==> src/klt_pkg.sv <==
// Shared types and default sizes for the keyed LRU table.
// Used by klt_cell and keyed_lru_table; depends on nothing else.
package klt_pkg;

    localparam int ENTRIES_DEF      = 16;
    localparam int KEY_BITS_DEF     = 64;
    localparam int PAYLOAD_BITS_DEF = 64;
    localparam int STAMP_BITS_DEF   = 32;

    localparam logic OP_RECORD = 1'b0;
    localparam logic OP_FIND   = 1'b1;

    // Control flags of the search token as it moves down the row of cells.
    typedef struct packed {
        logic active;
        logic op;
        logic hit;
        logic free_found;
    } t_scan_ctl;

    // Write request broadcast to all cells.
    typedef struct packed {
        logic en;
        logic fill;
    } t_wr_ctl;

endpackage

==> src/klt_cell.sv <==
// One table entry of the keyed LRU table plus one stage of the search row.
// Depends on klt_pkg for the token and write control structs.
module klt_cell import klt_pkg::*; #(
    parameter int SW           = 5,
    parameter int KEY_BITS     = KEY_BITS_DEF,
    parameter int PAYLOAD_BITS = PAYLOAD_BITS_DEF,
    parameter int STAMP_BITS   = STAMP_BITS_DEF,
    parameter int CELL_IDX     = 0
) (
    input  logic                    i_clk,
    input  logic                    i_rst_n,
    input  t_scan_ctl               i_ctl,
    input  logic [KEY_BITS-1:0]     i_key,
    input  logic [SW-1:0]           i_hit_idx,
    input  logic [SW-1:0]           i_free_idx,
    input  logic [SW-1:0]           i_lru_idx,
    input  logic [STAMP_BITS-1:0]   i_lru_stamp,
    input  logic [PAYLOAD_BITS-1:0] i_path,
    input  logic [PAYLOAD_BITS-1:0] i_expect,
    output t_scan_ctl               o_ctl,
    output logic [KEY_BITS-1:0]     o_key,
    output logic [SW-1:0]           o_hit_idx,
    output logic [SW-1:0]           o_free_idx,
    output logic [SW-1:0]           o_lru_idx,
    output logic [STAMP_BITS-1:0]   o_lru_stamp,
    output logic [PAYLOAD_BITS-1:0] o_path,
    output logic [PAYLOAD_BITS-1:0] o_expect,
    input  t_wr_ctl                 i_wr,
    input  logic [SW-1:0]           i_wr_idx,
    input  logic [KEY_BITS-1:0]     i_wr_key,
    input  logic [PAYLOAD_BITS-1:0] i_wr_path,
    input  logic [PAYLOAD_BITS-1:0] i_wr_expect,
    input  logic [STAMP_BITS-1:0]   i_wr_stamp
);

    localparam logic [SW-1:0] MY_IDX = SW'(CELL_IDX);

    logic                    r_valid;
    logic [KEY_BITS-1:0]     r_key;
    logic [PAYLOAD_BITS-1:0] r_path;
    logic [PAYLOAD_BITS-1:0] r_expect;
    logic [STAMP_BITS-1:0]   r_stamp;

    t_scan_ctl               r_ctl,       n_ctl;
    logic [KEY_BITS-1:0]     r_tok_key;
    logic [SW-1:0]           r_hit_idx,   n_hit_idx;
    logic [SW-1:0]           r_free_idx,  n_free_idx;
    logic [SW-1:0]           r_lru_idx,   n_lru_idx;
    logic [STAMP_BITS-1:0]   r_lru_stamp, n_lru_stamp;
    logic [PAYLOAD_BITS-1:0] r_tok_path,  n_tok_path;
    logic [PAYLOAD_BITS-1:0] r_tok_exp,   n_tok_exp;

    logic match;
    logic wr_sel;

    assign match  = r_valid && (r_key == i_key);
    assign wr_sel = i_wr.en && (i_wr_idx == MY_IDX);

    always_comb begin
        n_ctl       = i_ctl;
        n_hit_idx   = i_hit_idx;
        n_free_idx  = i_free_idx;
        n_lru_idx   = i_lru_idx;
        n_lru_stamp = i_lru_stamp;
        n_tok_path  = i_path;
        n_tok_exp   = i_expect;
        // Once an earlier cell has matched, this cell only passes the token on.
        if (!i_ctl.hit) begin
            if (match) begin
                n_ctl.hit  = 1'b1;
                n_hit_idx  = MY_IDX;
                n_tok_path = r_path;
                n_tok_exp  = r_expect;
            end
            if (!r_valid && !i_ctl.free_found) begin
                n_ctl.free_found = 1'b1;
                n_free_idx       = MY_IDX;
            end
            // Strict compare keeps the lowest index among equal stamps.
            if (r_stamp < i_lru_stamp) begin
                n_lru_idx   = MY_IDX;
                n_lru_stamp = r_stamp;
            end
        end
    end

    always_ff @(posedge i_clk) begin
        if (!i_rst_n) begin
            r_valid <= 1'b0;
            r_ctl   <= '0;
        end else begin
            if (wr_sel && i_wr.fill) begin
                r_valid <= 1'b1;
            end
            r_ctl <= n_ctl;
        end
    end

    always_ff @(posedge i_clk) begin
        if (wr_sel) begin
            r_path   <= i_wr_path;
            r_expect <= i_wr_expect;
            r_stamp  <= i_wr_stamp;
            if (i_wr.fill) begin
                r_key <= i_wr_key;
            end
        end
        r_tok_key   <= i_key;
        r_hit_idx   <= n_hit_idx;
        r_free_idx  <= n_free_idx;
        r_lru_idx   <= n_lru_idx;
        r_lru_stamp <= n_lru_stamp;
        r_tok_path  <= n_tok_path;
        r_tok_exp   <= n_tok_exp;
    end

    assign o_ctl       = r_ctl;
    assign o_key       = r_tok_key;
    assign o_hit_idx   = r_hit_idx;
    assign o_free_idx  = r_free_idx;
    assign o_lru_idx   = r_lru_idx;
    assign o_lru_stamp = r_lru_stamp;
    assign o_path      = r_tok_path;
    assign o_expect    = r_tok_exp;

endmodule

==> config.mk <==
export PLATFORM = sky130hd
export DESIGN_NAME = klt_cell
export DESIGN_NICKNAME = d
export VERILOG_FILES = /design/src/klt_pkg.sv /design/src/klt_cell.sv
export SDC_FILE = /design/constraint.sdc
export NUM_CORES = 1
export LEC_CHECK = 0
export BUFFER_PORTS_ARGS = -buffer_cell sky130_fd_sc_hd__buf_2
export CAP_MARGIN = 20
export CORE_AREA = 2 2 283 285
export DETAILED_ROUTE_END_ITERATION = 12
export DIE_AREA = 0 0 285 287
export GPL_ROUTABILITY_DRIVEN = 0
export GPL_TIMING_DRIVEN = 0
export PLACE_DENSITY_LB_ADDON = 0.12
export SETUP_SLACK_MARGIN = 0.1
export SYNTH_ARGS = -nofsm -noshare
export SYNTH_HDL_FRONTEND = slang
export SYNTH_SLANG_ARGS = --single-unit
==> constraint.sdc <==
create_clock -name i_clk -period 16.16 [get_ports i_clk]
set_input_delay 0.808 -clock i_clk [delete_from_list [all_inputs] [get_ports i_clk]]
set_output_delay 0.808 -clock i_clk [all_outputs]
set_load 0.05 [all_outputs]
== Word-level counts from Yosys, hierarchy flattened ==
Index checks and enable logic that the tools add are counted.

* Add/subtract/negate cells: 0
* $mul: 0
* Div/mod/pow operators: 0
* Order comparisons: 1
* Equality and inequality tests: 1
* Shift-type cells: 0
* Muxes and demuxes: 15
* Bitwise operators: 0
* Reductions and logical operators: 8

{| class="wikitable"
|+ Operators with widths
! kind !! number
|-
| $mux 64 || 4
|-
| $eq 64x64->1 || 1
|-
| $mux 32 || 2
|-
| $lt 32x32->1 || 1
|-
| $mux 5 || 6
|-
| $logic_not 5->1 || 1
|-
| $logic_and 1x1->1 || 4
|-
| $logic_not 1->1 || 2
|-
| $mux 1 || 2
|-
| $mux 2 || 1
|-
| $reduce_and 2->1 || 1
|}

* Register bits: 468
* Latch bits: 0
* Bits in writable memories: 0
* Bits in read-only memories: 0
* Bits of input ports: 476
* Output and inout bits: 243
* Logic and storage cells: 41
* Memories kept: 0

== Logic depth before layout (Yosys ltp) ==
Gate-level depths: netlist (run 1).

* Depth in word-level cells: 4
* Mapped depth: 9
* Depth with buffers taken out: 8

== Worst setup path after synthesis (run 1) ==
No wires, ideal clock.

* Path kind: input port to flip-flop
* From: input port i_wr_idx[3]
* To: register r_key[0] (enable)
* Setup time: 429 ps
* Arrival: 14652 ps
* Data required time: 15731 ps
* Path slack: 1079 ps
* Stages on the path: 3
* Path buffers: 0
* Cells stage by stage: or4b_2 -> nor3_1 -> and2_1

* Word-level cells in the longest chain between the ends: 3

{| class="wikitable"
|+ Ends and longest elaborated chain
! element !! RTL line !! text
|-
| start, declared || klt_cell.sv:29 || <nowiki>input logic [SW-1:0] i_wr_idx,</nowiki>
|-
| $logic_not 5->1 || klt_cell.sv:57 || <nowiki>assign wr_sel = i_wr.en && (i_wr_idx == MY_IDX);</nowiki>
|-
| $logic_and 1x1->1 || klt_cell.sv:57 ||
|-
| via wr_sel || klt_cell.sv:54 || <nowiki>logic wr_sel;</nowiki>
|-
| $reduce_and 2->1 (no source line) || - ||
|-
| end signal, assigned || klt_cell.sv:105 || <nowiki>r_key <= i_wr_key;</nowiki>
|-
| end, declared || klt_cell.sv:39 || <nowiki>logic [KEY_BITS-1:0] r_key;</nowiki>
|}

The timed path passes the listed nets, and every way through them passes these cells.
A chain may end at the register's enable or synchronous reset.

== Final worst setup path (run 1) ==
* From: input port i_wr_idx[3]
* To: register r_key[40] (enable)

The elaborated chain is that of the path after synthesis.

==> results of run 1 <==
==> cell usage after synthesis, types with 6 or more instances <==
library cell / n
a21oi_1: 7
buf_2: 6
buf_4: 8
dfxtp_1: 244
edfxtp_1: 224
ha_1: 31
inv_1: 41
mux2_1: 90
mux2_2: 70
nand2b_1: 9
nand4_1: 17
nor2_1: 6
nor2b_1: 19
xnor2_1: 51
==> final cells by class <==
| type | count | area [µm²] | area share [%] |
|---|---|---|---|
| repair buffers | 738 | 3840 | 17.2 |
| diodes | 9 | 22.5 | 0.101 |
| clock inverters | 23 | 183 | 0.816 |
| inverters | 41 | 154 | 0.687 |
| flip-flops and latches | 468 | 11600 | 51.8 |
| multi-input cells | 354 | 3370 | 15.0 |
| well taps | 1050 | 1310 | 5.87 |
| plain buffers | 17 | 124 | 0.553 |
| clock buffers | 85 | 1780 | 7.94 |
==> per-stage QoR <==
step	cell area (µm²)	cells	hold slack (ns)	util, %	total power (µW)
global placement	20200	2648	0.434	25.6	1600
detailed placement	20400	2668	0.441	26.0	1600
CTS	22400	2776	0.263	28.5	2940
global route	22400	2782	0.287	28.5	3000
floorplan	15200	880	0.432	-	1480
finish	22400	2785	0.326	28.5	2880
==> where the power goes <==
group / switching [µW] / leakage (µW) / total, µW / internal, µW
registers: 9.85 / 0.00408 / 1290 / 1280
logic: 185 / 0.00445 / 277 / 91.3
clock network: 528 / 0.000971 / 1310 / 778
==> metal layers <==
metal	global-route usage [%]	up-vias
li1	-	4801
met1	13.2	4749
met2	22.8	389
met3	4.33	108
met4	4.14	18
met5	0	-
==> state kept, by name, indices dropped and copies added, names as in the netlist, 4 cells and up <==
signal	flops
o_expect	64
o_key	64
o_path	64
r_expect	64
r_key	64
r_path	64
o_lru_stamp	32
r_stamp	32
o_free_idx	5
o_hit_idx	5
o_lru_idx	5
o_ctl	4
==> logic make-up after synthesis <==
| kind of cell | share of synthesized area [%] |
|---|---|
| buf+inv | 1.82 |
| compound gates | 1.81 |
| mux | 11.8 |
| flops | 76.1 |
| fa+ha+maj | 2.54 |
| simple gates | 2.94 |
| xor+xnor | 2.93 |
==> how the worst min path moves through the flow <==
stage                   endpoint    startpoint  depth (start not counted)
floorplan           o_expect[61]  r_expect[61]                          1
global placement      o_path[26]    r_path[26]                          1
detailed placement    o_path[44]    r_path[44]                          1
CTS                    o_key[63]     i_key[63]                          1
global route           o_key[34]     i_key[34]                          1
finish                 o_key[28]     i_key[28]                          1
==> metrics.txt, run 1 <==
post-synth top area share around 44%; syn_nets 1387; Post-synth EDFFs 224; M1 WL 19200 µm; CP delay by family, top simple AND/OR/NAND/NOR gates; Initial DRT Pass Iterations 4; Seq cells post-synth around 470; Leak about 0.0095 µW; Detailed Place HPWL between 40000 and 50000 µm; Die X between 200 and 300 µm; Final nets 2184; Core Region 0.0786 mm²; R2R Path Start r_stamp[11]; Post-Syn Area 0.0152 mm²; vias per cell 3.61; Synth warnings 0; antenna violations before repair 20; max-slew violation count 0; Final Setup Violations 0; Clock Pin Slew Worst Setup and Hold Paths 0.06 ns; Initial Util roughly a fifth; FFs w/ async S/R, synth 0%; full die area between 0.08 and 0.09 mm²; Tightest Pin Transition around 0.85 ns; via count 10100; CP Max Fanout 63; uppermost routed layer met5; largest net degree at the start of global routing 64; type of origin of the critical path input port; CTS hold repair buffers 0; routed wl met2 around 28000 µm; max_slew headroom between 40% and 50%; Power Density about 130 mW/mm²; Root Buffer Master clkbuf_16; total track usage ~12%; share of layout cells above drive strength 1 roughly 54%; CTS tree done; CP Class input port to flop; I/O Buffers between 700 and 800; Tcrit/Tclk final between 20% and 30%; most frequent cells in the layout buf_2 (724), dfxtp_1 (244), edfxtp_1 (224), mux2_1 (90), mux2_2 (70); Worst Path Required ~16 ns; FILL cells about 8200; vias in the first global route approximately 11000; CTS sink count between 400 and 500; Crit path top cell by count buf_6; DR iter-0 viols around 320; Die Ht 287 µm; final setup margin around 13 ns; reg2reg path depth 8; Clock Latency Late Sink 0.61 ns; WL/cell 19.0 µm; buffers plus inverters on the worst setup path 7; ANT nets after route 0; global-route wire length before repair between 70000 and 80000 µm; CP max stage cell or4b_2; WL met3 ~4300 µm; r2r setup slk 12.95 ns; critical path capture point r_key[40]; DRT Wirelength roughly 53000 µm; Post-CTS Setup Inserts 0; DRC viols 0; Critical Path Source i_wr_idx[3]; Area contributors post-synth edfxtp_1 (44%), dfxtp_1 (32%), mux2_1 (6.6%), mux2_2 (5.2%), xnor2_1 (2.9%); area leader, netlist edfxtp_1; number of cells on the critical path 10; crit path time final about 3.4 ns; Max-cap violations 0; Seq/Total Area, Yosys 76.1%; I/O pins about 700; Post-synth top flop dfxtp_1; CTS Buf Count 57; final hold vios 0; Clock Tree Buf Depth 3; CTS resizes 0; Max Freq 290 MHz; CP cell instances buf_2, or4b_2, nor3_2, buf_6, buf_6, buf_8, buf_6, buf_6, and2_4, buf_16; H-tree Lvls 2; library cells used by synthesis 39; syn avg cell area ~17 µm²; Area Overhead vs Synth 46.9%; outcome finished clean; RR Endpoint o_lru_stamp[16]; Place WS 12.00 ns; RSZ-0062 raised after global routing false; row count 103; slowest stage delay, CP around 0.67 ns; min-delay worst type input port to flop; grt ovf 0; peak supply drop between 70 and 80 µV; most common library cell in the layout ignoring fill and taps buf_2; critical path capture point type flop; Data arrival, critical path between 3 and 4 ns; Final Skew about 0.027 ns; Syn Inst Count 880; setup TNS 0 ns
(Power assumes the default switching activity.)
==> run 2: changes to the inputs <==
clock period = 2.78 ns   (was 16.16 ns; I/O delays follow)
==> run 2 against run 1 <==
First-iteration DRC count rose by 3.8%. Hold slack got worse by 0.20 ns. Cell count rose by 18%. Wire length rose by 10%. Non-clock buffer count rose by 498. Clock power rose to 5.8 times the previous value. Sequential power rose to 5.8 times the previous value. Clock skew barely moved. Total power rose to 6.1 times the previous value. Global-route usage rose by 0.92 points. Register-to-register slack got worse by 13 ns. Largest cell class unchanged.
==> metrics.txt, run 2 (same netlist as run 1, synthesis figures left out) <==
Root Buffer Master clkbuf_16; H-tree Lvls 2 (unchanged); Tightest Pin Transition 0.915 ns (+0.0661 ns); switch share 25.0% (-0.13 points); register area 0.0116 mm² (unchanged); min-delay worst type input port to flop; antenna violations before repair 8 (-60%); DRC viols 0 (unchanged); I/O pins 719 (unchanged); CP Max Fanout 5 (-92%); type of origin of the critical path flop; DRT Wirelength 58400 µm (+10%); Die Ht 287 µm (unchanged); total power 17400 µW (+510%); Hold WS 0.131 ns (-0.195 ns); buffers plus inverters on the worst setup path 3 (-4); fin util 36.1% (+7.6 points); final hold vios 0 (unchanged); Leak 0.0122 µW (+28%); P_int 13000 µW (+510%); share of layout cells above drive strength 1 47.0% (-6.7 points); switching power of the nets 4360 µW (+500%); Max-cap violations 0 (unchanged); max-slew violation count 0 (unchanged); Detailed Place HPWL 42900 µm (+0.99%); slowest stage delay, CP 0.41 ns (-0.26 ns); CTS Buf Count 56 (-1.8%); Tcrit/Tclk final 98.5%; vias per cell 3.68 (+1.7%); global-route wire length before repair 82400 µm (+11%); Die X 285 µm (unchanged); CP cell instances ha_1, and3_4, a221o_1, a221oi_2, o21ai_2, a211oi_4, buf_6, buf_12, buf_12, mux2_1; Max Freq ~370 MHz; CTS tree done; critical path capture point type flop; Power Density 613 mW/mm² (+380%); most common library cell in the layout ignoring fill and taps buf_2; Area Overhead vs Synth 86.2%; FILL cells 7870 (-4.6%); RSZ-0062 raised after global routing true; Clock Pin Slew Worst Setup and Hold Paths 0.06 ns (about the same); full die area 0.0818 mm² (unchanged); Core Region 0.0786 mm² (unchanged); row count 103 (unchanged); Final nets 2681 (+23%); Final Setup Violations 0 (unchanged); area occupied by multi-input gates 0.00394 mm² (+17%); vias in the first global route 13500 (+22%); sequential power share 43.2% (-1.7 points); via count 12000 (+20%); ANT nets after route 0 (unchanged); largest net degree at the start of global routing 66 (+3.1%); outcome finished clean; Initial DRT Pass Iterations 5 (+1); grt ovf 0 (unchanged); proportion of power drawn by combinational gates 13.3% (+3.7 points); clock share of power 43.5% (-1.9 points); Crit path top cell by count buf_12; Initial Util 19.4% (unchanged); peak supply drop 473 µV (+540%); r2r setup slk 0.04 ns (-12.91 ns); Clock Tree Buf Depth 3 (unchanged); Final Skew 0.0277 ns (+0.000256 ns); total track usage 13.3% (+0.92 points); crit path time final around 2.7 ns; CP max stage cell edfxtp_1; CTS sink count 468 (unchanged); max_slew headroom 39.0% (-4.0 points); Worst Path Required 3.27 ns (-13.16 ns); CP Class flop to flop; DR iter-0 viols 327 (+3.8%); CP delay by family, top compound AO/OA/AOI/OAI gates; I/O Buffers 718 (unchanged); most frequent cells in the layout buf_2 (718), dlygate4sd3_1 (476), dfxtp_1 (244), edfxtp_1 (224), mux2_4 (125); Clock Latency Late Sink 0.60 ns (about the same); WL/cell 17.8 µm (-6.4%); Data arrival, critical path 3.23 ns (-0.48 ns)
run 2: cell count changes in the layout (fill, tap and decap cells not counted), sizes merged:
cell	change
buf	+11
bufinv	+2
clkbuf	+10
clkinv	-4
diode	-5
dlygate4sd3	+476
run 2: final cells by class:
cell class                      instances  share of cell area, %
Inverter                               41                  0.542
Multi-Input combinational cell        354                   13.9
Antenna cell                            4                 0.0353
Buffer                                 17                   1.10
Clock buffer                           84                   6.02
Sequential cell                       468                   40.9
Tap cell                             1050                   4.63
Timing Repair Buffer                 1236                   32.2
Clock inverter                         21                  0.727
run 2: what timing repair did:
item / CTS / global route
gates resized for setup: 56 / 144
gates cloned: 2 / 11
hold endpoints to repair: 475 / 0
setup buffers: 13 / 4
pin swaps: 7 / 12
setup endpoints to repair: 170 / 157
hold buffers: 476 / 0
run 2: worst paths after layout:
path                    start        endpoint  cells after the start
setup / recovery   r_stamp[9]  o_lru_stamp[9]                     10
hold / removal    i_wr_idx[2]    r_expect[53]                      4
setup reg to reg   r_stamp[9]  o_lru_stamp[9]                     10
hold reg to reg    r_path[59]      o_path[59]                      1
run 2: power by group through the flow:
stage	Clock (µW)	Sequential [µW]	Combinational, µW
after floorplan	0	8370	235
final	7570	7510	2320
after global routing	8130	7530	2460
after detailed placement	0	7660	1640
after CTS	7870	7510	2280
after global placement	0	7660	1630
run 2: metal layers:
metal	routed length, µm	part of all wire [%]	track usage [%]
met5	40	0.069	0
met3	3860	6.6	3.89
met1	22200	38	14.4
met2	30600	52	24.8
met4	1660	2.8	4.54
run 2: worst min-delay path: cells and delay by family:
family | cells | cell delay, ns
buffers and inverters | 2 | 0.23
and+or+nand+nor | 2 | 0.18
run 2: through the flow:
step / setup slack (ns) / TNS [ns] / std cells / area, µm²
6_report: 0.0422 / 0 / 3275 / 28400
4_1_cts: 0.00133 / 0 / 3257 / 27500
3_3_place_gp: -7.30 / -1453.90 / 2648 / 20200
2_1_floorplan: -3.47 / -576.10 / 880 / 15300
5_1_grt: -0.0468 / -0.578 / 3275 / 28400
3_5_place_dp: -0.537 / -77.36 / 2661 / 20400
